<file path="src/rtl/dq_pkg.sv">
package dq_pkg;

  // Queue capacity in words (2 to 65536)
  localparam int DEPTH = 64;
  localparam int PTR_W = (DEPTH > 1) ? $clog2(DEPTH) : 1;
  localparam int CNT_W = $clog2(DEPTH + 1);
  localparam int WORD_W = 32;

  typedef logic [PTR_W-1:0] ptr_t;
  typedef logic [CNT_W-1:0] cnt_t;
  typedef logic signed [WORD_W-1:0] word_t;

  // Action codes; unused codes behave as a peek
  typedef enum logic [2:0] {
    ACT_PUSH_FRONT = 3'd0,
    ACT_PUSH_REAR  = 3'd1,
    ACT_POP_FRONT  = 3'd2,
    ACT_POP_REAR   = 3'd3,
    ACT_PEEK       = 3'd4
  } action_t;

  // Status codes
  typedef enum logic [1:0] {
    STAT_OK         = 2'd0,
    STAT_POP_EMPTY  = 2'd1,
    STAT_PUSH_FULL  = 2'd2
  } status_t;

  localparam word_t POP_EMPTY_WORD = '1;
  localparam cnt_t  CNT_FULL = CNT_W'(DEPTH);
  localparam ptr_t  PTR_LAST = PTR_W'(DEPTH - 1);

  function automatic ptr_t wrap_inc(input ptr_t p);
    ptr_t r;
    r = (p == PTR_LAST) ? '0 : p + ptr_t'(1);
    return r;
  endfunction

  function automatic ptr_t wrap_dec(input ptr_t p);
    ptr_t r;
    r = (p == '0) ? PTR_LAST : p - ptr_t'(1);
    return r;
  endfunction

endpackage

</file>
<file path="src/rtl/dq_in_if.sv">
interface dq_in_if;
  import dq_pkg::*;

  logic        valid;
  logic        ready;
  logic [2:0]  action;
  word_t       value;

  modport source (output valid, output action, output value, input ready);
  modport sink   (input valid, input action, input value, output ready);
endinterface

</file>
<file path="src/rtl/dq_out_if.sv">
interface dq_out_if;
  import dq_pkg::*;

  logic        valid;
  logic        ready;
  word_t       popped_value;
  word_t       front_value;
  word_t       rear_value;
  logic        empty_res;
  logic        full_res;
  logic [1:0]  status;

  modport source (output valid, output popped_value, output front_value,
                  output rear_value, output empty_res, output full_res,
                  output status, input ready);
  modport sink   (input valid, input popped_value, input front_value,
                  input rear_value, input empty_res, input full_res,
                  input status, output ready);
endinterface

</file>
<file path="src/rtl/double_ended_queue_core.sv">
// Channel   Direction  Handshake      Payload
// in_ch     sink       valid/ready    action[2:0], value[31:0]
// out_ch    source     valid/ready    popped_value, front_value, rear_value,
//                                     empty_res, full_res, status[1:0]
//
// A transaction is accepted in S_IDLE: that cycle updates pointers and
// issues at most one word RAM access. S_LOAD takes the registered read data
// and loads the output register. The single-port-read RAM sets this split.
// Reset clears pointers, count and valid flags; RAM contents are not cleared.
// A stalled output holds the block in its load state; a new transaction is
// accepted as soon as the previous result sits in the output register.
module double_ended_queue_core (
  input  logic            clk,
  input  logic            rst_n,
  dq_in_if.sink           in_ch,
  dq_out_if.source        out_ch
);
  import dq_pkg::*;

  typedef enum logic {
    S_IDLE,
    S_LOAD
  } state_t;

  state_t  state_r, state_nxt;
  ptr_t    head_r, head_nxt;
  ptr_t    tail_r, tail_nxt;
  cnt_t    count_r, count_nxt;
  word_t   front_r, front_nxt;
  word_t   rear_r, rear_nxt;
  word_t   pop_r, pop_nxt;
  status_t stat_r, stat_nxt;
  logic    ld_front_r, ld_front_nxt;
  logic    ld_rear_r, ld_rear_nxt;

  logic    out_valid_r;
  word_t   out_pop_r, out_front_r, out_rear_r;
  logic    out_empty_r, out_full_r;
  status_t out_stat_r;

  // Word RAM
  word_t   mem [DEPTH];
  word_t   rd_r;
  logic    mem_we, mem_re;
  ptr_t    mem_wa, mem_ra;
  word_t   mem_wd;

  logic    acc, full, empty, out_load;
  word_t   front_fin, rear_fin;

  assign acc   = in_ch.valid && in_ch.ready;
  assign full  = (count_r == CNT_FULL);
  assign empty = (count_r == '0);

  always_ff @(posedge clk) begin
    if (mem_we) begin
      mem[mem_wa] <= mem_wd;
    end
    if (mem_re) begin
      rd_r <= mem[mem_ra];
    end
  end

  // Action decode: pointer update, RAM access, cached end words
  always_comb begin
    head_nxt     = head_r;
    tail_nxt     = tail_r;
    count_nxt    = count_r;
    front_nxt    = front_r;
    rear_nxt     = rear_r;
    pop_nxt      = pop_r;
    stat_nxt     = stat_r;
    ld_front_nxt = ld_front_r;
    ld_rear_nxt  = ld_rear_r;
    mem_we       = 1'b0;
    mem_re       = 1'b0;
    mem_wa       = head_r;
    mem_ra       = head_r;
    mem_wd       = in_ch.value;
    if (acc) begin
      pop_nxt      = '0;
      stat_nxt     = STAT_OK;
      ld_front_nxt = 1'b0;
      ld_rear_nxt  = 1'b0;
      case (in_ch.action)
        ACT_PUSH_FRONT: begin
          if (full) begin
            stat_nxt = STAT_PUSH_FULL;
          end else begin
            head_nxt  = wrap_dec(head_r);
            mem_we    = 1'b1;
            mem_wa    = wrap_dec(head_r);
            count_nxt = count_r + cnt_t'(1);
            front_nxt = in_ch.value;
            if (empty) begin
              rear_nxt = in_ch.value;
            end
          end
        end
        ACT_PUSH_REAR: begin
          if (full) begin
            stat_nxt = STAT_PUSH_FULL;
          end else begin
            tail_nxt  = wrap_inc(tail_r);
            mem_we    = 1'b1;
            mem_wa    = tail_r;
            count_nxt = count_r + cnt_t'(1);
            rear_nxt  = in_ch.value;
            if (empty) begin
              front_nxt = in_ch.value;
            end
          end
        end
        ACT_POP_FRONT: begin
          if (empty) begin
            pop_nxt  = POP_EMPTY_WORD;
            stat_nxt = STAT_POP_EMPTY;
          end else begin
            pop_nxt   = front_r;
            head_nxt  = wrap_inc(head_r);
            count_nxt = count_r - cnt_t'(1);
            // two left: the survivor is the cached rear word
            if (count_r == cnt_t'(2)) begin
              front_nxt = rear_r;
            end else if (count_r > cnt_t'(2)) begin
              mem_re       = 1'b1;
              mem_ra       = wrap_inc(head_r);
              ld_front_nxt = 1'b1;
            end
          end
        end
        ACT_POP_REAR: begin
          if (empty) begin
            pop_nxt  = POP_EMPTY_WORD;
            stat_nxt = STAT_POP_EMPTY;
          end else begin
            pop_nxt   = rear_r;
            tail_nxt  = wrap_dec(tail_r);
            count_nxt = count_r - cnt_t'(1);
            if (count_r == cnt_t'(2)) begin
              rear_nxt = front_r;
            end else if (count_r > cnt_t'(2)) begin
              mem_re      = 1'b1;
              mem_ra      = wrap_dec(wrap_dec(tail_r));
              ld_rear_nxt = 1'b1;
            end
          end
        end
        default: begin
        end
      endcase
    end
  end

  // Load cycle: merge RAM read data into the cached end words
  assign front_fin = ld_front_r ? rd_r : front_r;
  assign rear_fin  = ld_rear_r  ? rd_r : rear_r;
  assign out_load  = (state_r == S_LOAD) && (!out_valid_r || out_ch.ready);

  always_comb begin
    state_nxt = state_r;
    case (state_r)
      S_IDLE: begin
        if (acc) begin
          state_nxt = S_LOAD;
        end
      end
      S_LOAD: begin
        if (out_load) begin
          state_nxt = S_IDLE;
        end
      end
      default: state_nxt = S_IDLE;
    endcase
  end

  // State, pointers and output register
  always_ff @(posedge clk) begin
    if (!rst_n) begin
      state_r     <= S_IDLE;
      head_r      <= '0;
      tail_r      <= '0;
      count_r     <= '0;
      ld_front_r  <= 1'b0;
      ld_rear_r   <= 1'b0;
      out_valid_r <= 1'b0;
    end else begin
      state_r    <= state_nxt;
      head_r     <= head_nxt;
      tail_r     <= tail_nxt;
      count_r    <= count_nxt;
      ld_front_r <= ld_front_nxt;
      ld_rear_r  <= ld_rear_nxt;
      if (out_load) begin
        out_valid_r <= 1'b1;
      end else if (out_ch.ready) begin
        out_valid_r <= 1'b0;
      end
    end
    pop_r  <= pop_nxt;
    stat_r <= stat_nxt;
    if (out_load) begin
      front_r     <= front_fin;
      rear_r      <= rear_fin;
      out_pop_r   <= pop_r;
      out_front_r <= empty ? word_t'(0) : front_fin;
      out_rear_r  <= empty ? word_t'(0) : rear_fin;
      out_empty_r <= empty;
      out_full_r  <= full;
      out_stat_r  <= stat_r;
    end else begin
      front_r <= front_nxt;
      rear_r  <= rear_nxt;
    end
  end

  assign in_ch.ready         = (state_r == S_IDLE);
  assign out_ch.valid        = out_valid_r;
  assign out_ch.popped_value = out_pop_r;
  assign out_ch.front_value  = out_front_r;
  assign out_ch.rear_value   = out_rear_r;
  assign out_ch.empty_res    = out_empty_r;
  assign out_ch.full_res     = out_full_r;
  assign out_ch.status       = out_stat_r;

endmodule
</file>
<file path="src/flat_wrapper.sv">
// flat-port wrapper written by rule: the top's interface ports become plain ports
module double_ended_queue_core_flat import dq_pkg::*;
  (clk, rst_n, in_ch_valid, in_ch_action, in_ch_value, in_ch_ready, out_ch_valid, out_ch_popped_value, out_ch_front_value, out_ch_rear_value, out_ch_empty_res, out_ch_full_res, out_ch_status, out_ch_ready);
  dq_in_if in_ch_i ();
  dq_out_if out_ch_i ();
  input  logic clk;
  input  logic rst_n;
  input wire logic [$bits(in_ch_i.valid)-1:0] in_ch_valid;
  input wire logic [$bits(in_ch_i.action)-1:0] in_ch_action;
  input wire logic [$bits(in_ch_i.value)-1:0] in_ch_value;
  output wire logic [$bits(in_ch_i.ready)-1:0] in_ch_ready;
  output wire logic [$bits(out_ch_i.valid)-1:0] out_ch_valid;
  output wire logic [$bits(out_ch_i.popped_value)-1:0] out_ch_popped_value;
  output wire logic [$bits(out_ch_i.front_value)-1:0] out_ch_front_value;
  output wire logic [$bits(out_ch_i.rear_value)-1:0] out_ch_rear_value;
  output wire logic [$bits(out_ch_i.empty_res)-1:0] out_ch_empty_res;
  output wire logic [$bits(out_ch_i.full_res)-1:0] out_ch_full_res;
  output wire logic [$bits(out_ch_i.status)-1:0] out_ch_status;
  input wire logic [$bits(out_ch_i.ready)-1:0] out_ch_ready;
  assign in_ch_i.valid = in_ch_valid;
  assign in_ch_i.action = in_ch_action;
  assign in_ch_i.value = in_ch_value;
  assign in_ch_ready = in_ch_i.ready;
  assign out_ch_valid = out_ch_i.valid;
  assign out_ch_popped_value = out_ch_i.popped_value;
  assign out_ch_front_value = out_ch_i.front_value;
  assign out_ch_rear_value = out_ch_i.rear_value;
  assign out_ch_empty_res = out_ch_i.empty_res;
  assign out_ch_full_res = out_ch_i.full_res;
  assign out_ch_status = out_ch_i.status;
  assign out_ch_i.ready = out_ch_ready;
  double_ended_queue_core u_core (.clk(clk), .rst_n(rst_n), .in_ch(in_ch_i), .out_ch(out_ch_i));
endmodule
</file>
<file path="config.mk">
export PLATFORM = sky130hd
export DESIGN_NAME = double_ended_queue_core_flat
export DESIGN_NICKNAME = d
export VERILOG_FILES = /design/src/rtl/dq_pkg.sv /design/src/rtl/dq_in_if.sv /design/src/rtl/dq_out_if.sv /design/src/rtl/double_ended_queue_core.sv /design/src/flat_wrapper.sv
export SDC_FILE = /design/constraint.sdc
export NUM_CORES = 2
export LEC_CHECK = 0
export BUFFER_PORTS_ARGS = -buffer_cell sky130_fd_sc_hd__buf_4
export CAP_MARGIN = 20
export CORE_ASPECT_RATIO = 0.8
export CORE_MARGIN = 5
export CORE_UTILIZATION = 55
export DETAILED_ROUTE_END_ITERATION = 8
export MAX_ROUTING_LAYER = met4
export PLACE_DENSITY = 0.79
export SETUP_SLACK_MARGIN = 0.2
export SYNTH_ARGS = -nofsm -noshare
export SYNTH_HDL_FRONTEND = slang
export SYNTH_SLANG_ARGS = --single-unit
export TNS_END_PERCENT = 30
</file>
<file path="constraint.sdc">
create_clock -name clk -period 3.7 [get_ports clk]
set_input_delay 0.185 -clock clk [delete_from_list [all_inputs] [get_ports clk]]
set_output_delay 0.185 -clock clk [all_outputs]
set_load 0.01 [all_outputs]
</file>
# After elaboration in Yosys (flattened, before gate mapping)
# Memories as Yosys holds them, arrays and structs flattened. A register that Yosys moved wholly into a read port is not among the register bits.
# Index checks and enable logic that the tools add are counted.
[totals]
ff_bits = 221
mem_bits_rw = 2048
in_bits = 39
output_inout_bits = 102
wordCells = 133
memories = 1
[op_classes]
n_addsub = 7
magnitude_cmp = 1
eq_ne = 20
n_mux = 63
bitwise_logic = 1
reduce_logical = 23
[memory_table]
columns = ["name", "words", "width", "read_ports", "rd_ports_with_merged_regs", "write_ports", "line_no", "text"]
rows = [
  ["u_core.mem", 64, 32, 1, 1, 1, "double_ended_queue_core.sv:42", "word_t mem [DEPTH];"],
]
[op_table]
columns = ["op", "n"]
rows = [
  ["two-way mux 32 bit", 15],
  ["one-hot mux 32 bit (3 select lines)", 2],
  ["two-way mux 6 bit", 18],
  ["one-hot mux 32 bit (2 select lines)", 1],
  ["one-hot mux 6 bit (2 select lines)", 4],
  ["zero test 6 bit", 3],
  ["subtractor 6 x 1 -> 6 bit, second input constant", 3],
  ["two-way mux 1 bit", 17],
  ["two-way mux 7 bit", 2],
  ["one-hot mux 7 bit (2 select lines)", 1],
  ["AND reduction 7 bit", 2],
  ["adder 6 x 1 -> 6 bit, second input constant", 2],
  ["equality test 6 bit, second input constant", 2],
  ["!= test 3 x 1 -> 1 bit, second input constant", 4],
  ["!= test 3 bit, second input constant", 4],
  ["!= test 2 bit, second input constant", 5],
  ["nonzero test 2 bit", 5],
  ["AND reduction 4 bit", 2],
  ["nonzero test 4 bit", 2],
  ["adder 7 x 1 -> 7 bit, second input constant", 1],
  ["equality test 7 x 2 -> 1 bit, second input constant", 1],
  ["equality test 7 bit, second input constant", 1],
  ["> comparator 7 x 2 -> 1 bit, second input constant", 1],
  ["zero test 7 bit", 1],
  ["13 further kinds", 16],
]

# Depth between registers and ports, before layout
[logic_depth]
word_depth = 9
ltp_mapped = 16
depth_no_buf = 11

# Least setup slack after synthesis
# Ideal clock, no wire load.
[synth_timing]
path_type = "register -> register"
startpoint = "register u_core.state_r"
endpoint = "memory u_core.mem[49][0] in the netlist's numbering, enable pin"
setup_ns = 0.421
arrival_time_ns = 3.637
t_required_ns = 3.279
path_slack_ns = -0.359
stages_incl_launch_ff = 11
path_buffers = 1
period_less_slack_ns = 4.059
cell_sequence = "dfxtp_1 nand2b_1 clkbuf_1 inv_1 nand2_1 a21oi_1 nor2_1 a21o_1 nor2_1 nand2_1 nor2_1"
[synth_between]
elab_chain_cells = 5
elab_cells_between_ends = 6
cone_classes = "mux (4); bitwise (1); reduce/logical (1)"
[synth_rtl]
columns = ["element", "line_no", "text"]
rows = [
  ["start: declaration", "double_ended_queue_core.sv:25", "state_t state_r, state_nxt;"],
  ["start signal: assignment", "double_ended_queue_core.sv:188", "state_r <= state_nxt;"],
  ["NOT 1 bit *", "double_ended_queue_core.sv:217", "assign in_ch.ready = (state_r == S_IDLE);"],
  ["logical AND 1 bit *", "double_ended_queue_core.sv:51", "assign acc = in_ch.valid && in_ch.ready;"],
  ["named net u_core.acc", "double_ended_queue_core.sv:48", "logic acc, full, empty, out_load;"],
  ["two-way mux 1 bit", "double_ended_queue_core.sv:80", "if (acc) begin"],
  ["two-way mux 1 bit", "double_ended_queue_core.sv:56", "if (mem_we) begin"],
  ["two-way mux 1 bit (implied by the code)", "double_ended_queue_core.sv:57", "mem[mem_wa] <= mem_wd;"],
  ["end: declaration", "double_ended_queue_core.sv:42", ""],
]
# The timed path passes the listed nets; every way through them passes the cells marked *.

# Final worst setup path
[layout_timing]
startpoint = "register u_core.tail_r[1]"
endpoint = "register u_core.rd_r[25] (read register of u_core.mem) (data pin)"
[layout_between]
elab_chain_cells = 9
elab_cells_between_ends = 11
cone_classes = "add/sub (2); mux (7); reduce/logical (2)"
[layout_rtl]
columns = ["element", "line_no", "text"]
rows = [
  ["start: declaration", "double_ended_queue_core.sv:27", "ptr_t tail_r, tail_nxt;"],
  ["start signal: assignment", "double_ended_queue_core.sv:190", "tail_r <= tail_nxt;"],
  ["subtractor 6 x 1 -> 6 bit / zero test 6 bit (equally long branches)", "dq_pkg.sv:41", "r = (p == '0) ? PTR_LAST : p - ptr_t'(1);"],
  ["two-way mux 6 bit *", "dq_pkg.sv:41", ""],
  ["subtractor 6 x 1 -> 6 bit / zero test 6 bit (equally long branches)", "dq_pkg.sv:41", ""],
  ["two-way mux 6 bit *", "dq_pkg.sv:41", ""],
  ["two-way mux 6 bit *", "double_ended_queue_core.sv:142", "end else if (count_r > cnt_t'(2)) begin"],
  ["two-way mux 6 bit *", "double_ended_queue_core.sv:140", "if (count_r == cnt_t'(2)) begin"],
  ["two-way mux 6 bit *", "double_ended_queue_core.sv:133", "if (empty) begin"],
  ["one-hot mux 6 bit (2 select lines) *", "double_ended_queue_core.sv:85", "case (in_ch.action)"],
  ["two-way mux 6 bit *", "double_ended_queue_core.sv:80", ""],
  ["end: declaration", "double_ended_queue_core.sv:43", "word_t rd_r;"],
]
# Mark *: on every way between the ends. The rest lies on a longest branch, timed or not.
# A chain may end at the register's enable or synchronous reset.

==> results.toml <==
[outcome]
status = "finished with violations"
violations = "setup timing"

[floorplanning]
rows = 134
die_width_um = 466.6
ios = 141
start_util_pct = 55.14
die_h_um = 375.3
core_um2 = 166300
die_area_um2 = 175100

[setup_path]
crit_path_end_kind = "flip-flop"
cp-start-kind = "flip-flop"
required_ns = 4.37
path_class = "flip-flop to flip-flop"
worst_ep_arrival_time_ns = 4.61
cp_max_fo = 7

[timing]
slew_violations = 0
setup_ws_ns = -0.2395
relSlewSlack_pct = 29.04
tightest_slew_ns = 1.064
rsz0062_at_grt = "true"
max_freq_mhz = 253.8
period_needed_ns = 3.939
fin_crit_sh_pct = 106.5
finalHoldViolations = 0
setup_viol = 16
final.setup_skew_ns = 0.06053

[cells_and_area]
fill_cells = 10608
fin_cells = 8371
drive_gt1_share_pct = 21.63
area_delta_synth_final_pct = 16.84
nets = 5997

[detailed_routing]
drt-initial-drc-count = 10017
met3_length_um = 42010
num_vias = 56059
via_per_inst = 6.697
postRouteWirelength_um = 265100
met1_length_um = 94390
drt-pass1-iter-count = 6
final_antenna_net_count = 0
wl_met2_um = 117700
routedWlPerCell_um = 31.67
drc = 0
maxUsedRoutingLayer = "met4"

[power_and_ir_drop]
p_int_uw = 41560
irDropWorstVdd_mv = 0.5520
power_frac_seq_pct = 53.9
p_comb_share_pct = 8.4
p_leak_uw = 0.03625
power.share.clock_pct = 37.6
sw_frac_of_total_pct = 23.03
power_uw = 53990
switchingPower_uw = 12430
pwr_density_cell_nw_per_um2 = 503.8

[placement]
post-dp-hpwl_um = 147600
placedCellCount = 7882
gp_congestion = 0.9165
portBuffers = 140

[synthesis]
synth_area_leaders = "edfxtp_1 (75%), mux4_2 (7.1%), nand2_1 (3.9%)"
syn_avg_cell_area_um2 = 16.63
synthesis.area_um2 = 91720
synth_top_area_cell = "edfxtp_1"
synth_fp_nets = 5568
ys.flop_type = "edfxtp_1"
synthCells = 5515
synth_seq_cells = 2301
synthArstFlopShare_pct = 0
synth_edf_count = 2278
ys_seq_area_share_pct = 75.09
yosysWarnings = 0
ys_top_cells_by_count = "edfxtp_1 (2278), nand2_1 (941), mux4_2 (288)"
yosys.area.top_type_share_pct = 74.58
synth.distinct_cells = 73
synth.most_common_cell = "edfxtp_1"

[clock_network]
clock_path_buffers = 3
cts_tree = "yes"
cts_buffers = 201
clk_pin_slew_worst_paths_ns = 0.07
clockRootBuffer = "clkbuf_16"
cts.sinks = 2301
clk_latency_ns = 0.86
cts_max_level = 4

[min_path]
hp-class = "input port to flip-flop"

[grt]
antenna_found_initial = 16
grt_pass1_wl_um = 374000
grt_usage_pct = 30.25
grt_max_degree = 104
grt_pass1_vias = 53038
overflow = 0

[run]
max_cap_violations = 0
-- routing by layer --
metal | vias to the layer above | track usage, %
li1 | 22462 | -
met1 | 28091 | 41.83
met2 | 4840 | 42.41
met3 | 666 | 10.15
met4 | 0 | 10.81
met5 | - | -
-- path summary, 6_finish.rpt --
kind                                                     from                                        to  slack, ns  depth (start not counted)
worst min-delay path                           in_ch_value[8]               u_core.mem[38][8]$_DFFE_PP_       0.01                          1
worst min register to register     u_core.pop_r[27]$_DFFE_PP_  u_core.out_ch.popped_value[27]$_DFFE_PP_       0.41                          0
worst max register to register  u_core.tail_r[1]$_SDFFE_PN0P_                 u_core.rd_r[25]$_DFFE_PP_      -0.24                         14
worst max-delay path            u_core.tail_r[1]$_SDFFE_PN0P_                 u_core.rd_r[25]$_DFFE_PP_      -0.24                         14
-- worst max-delay path: stages, from the launching register on --
cell	delay [ns]
dfxtp_2	0.33
inv_4	0.07
ha_4	0.14
or4b_4	0.47
a21oi_4	0.25
mux2i_1	0.26
a311oi_2	0.07
or3_4	0.47
buf_16	0.21
buf_12	0.16
buf_6	0.12
mux2i_2	0.14
a22oi_2	0.54
nand4_1	0.26
a211oi_2	0.27
-- registers in the layout, summed over array words and instances (netlist names) --
name / count
u_core.out_ch.rear_value: 32
u_core.state_r: 1
u_core.count_r: 7
u_core.rear_r: 32
u_core.out_ch.full_res: 1
u_core.out_ch.valid: 1
u_core.mem: 2048
u_core.head_r: 6
u_core.pop_r: 32
u_core.out_ch.front_value: 32
u_core.out_ch.popped_value: 32
u_core.stat_r: 2
u_core.ld_front_r: 1
u_core.tail_r: 6
u_core.front_r: 32
u_core.rd_r: 32
u_core.ld_rear_r: 1
u_core.out_ch.empty_res: 1
u_core.out_ch.status: 2
-- metrics by stage --
| stage | hold slack, ns | util (%) | setup TNS (ns) | cell area, um^2 | setup slack, ns |
|---|---|---|---|---|---|
| floorplan | 0.2839 | - | -345.72 | 91880 | -0.3137 |
| global placement | 0.4024 | 59.36 | -3.430 | 98730 | -0.3067 |
| detailed placement | 0.4045 | 59.36 | -4.864 | 98730 | -0.3564 |
| CTS | 0.004416 | 63.77 | -0.5582 | 106100 | -0.1152 |
| global route | 0.01756 | 64.42 | -2.381 | 107100 | -0.2300 |
| finish | 0.01259 | 64.43 | -1.720 | 107200 | -0.2395 |
-- cells by family after synthesis --
group | after synthesis | share of synthesized area (%)
simple gates | 1599 | 7.656
xor+xnor | 11 | 0.1050
compound gates | 662 | 5.266
fa+ha+maj | 14 | 0.1992
flops | 2301 | 75.09
mux | 549 | 9.920
buf+inv | 379 | 1.768
-- cell usage in the layout, fill, tap and decap left out, types with 8 or more instances in the layout --
master and count:
a211oi_2 33, edfxtp_1 2278, o21ai_0 49, a31oi_1 130, buf_4 363, inv_1 12, a22oi_2 43, a31o_1 30
nor2_1 92, dlygate4sd3_1 37, nor2_4 64, and3_1 200, and2_1 11, a22oi_1 27, clkbuf_1 49, ha_1 12
diode_2 19, buf_6 26, buf_16 17, bufinv_16 10, a211oi_1 65, o21a_1 37, mux2i_2 18, nand2_1 940
clkbuf_16 219, mux2i_4 9, a21oi_1 119, mux2i_1 234, clkinv_2 28, nand4_1 34, dfxtp_1 15, a21o_1 9
buf_12 122, nor3_1 8, clkinv_1 59, nor2b_1 13, mux4_2 288, a311o_1 65, nand3_1 198
-- power groups by stage --
stage / clock (uW) / combinational (uW) / sequential [uW]
global route: 21600 / 4740 / 29100
detailed placement: 0 / 4070 / 29700
global placement: 0 / 3960 / 29700
CTS: 20300 / 4260 / 29100
floorplan: 0 / 2130 / 29700
finish: 20300 / 4540 / 29100
-- layout make-up --
class / instances / area [um^2] / area share, %
diodes: 19 / 47.55 / 0.04437
clock buffers: 257 / 5366 / 5.008
clock inverters: 110 / 868.3 / 0.8103
inverters: 19 / 78.83 / 0.07356
multi-input cells: 2835 / 22280 / 20.79
flip-flops and latches: 2301 / 68880 / 64.28
well taps: 2244 / 2808 / 2.620
repair buffers: 586 / 6832 / 6.375
-- what timing repair did --
item                       CTS  global route
pin swaps                   35            59
gates cloned                 8            13
setup buffers               15            29
hold buffers                37             0
gates resized for setup     76           110
setup endpoints to repair   32           951
hold endpoints to repair   854             0
(Power assumes the default switching activity.)
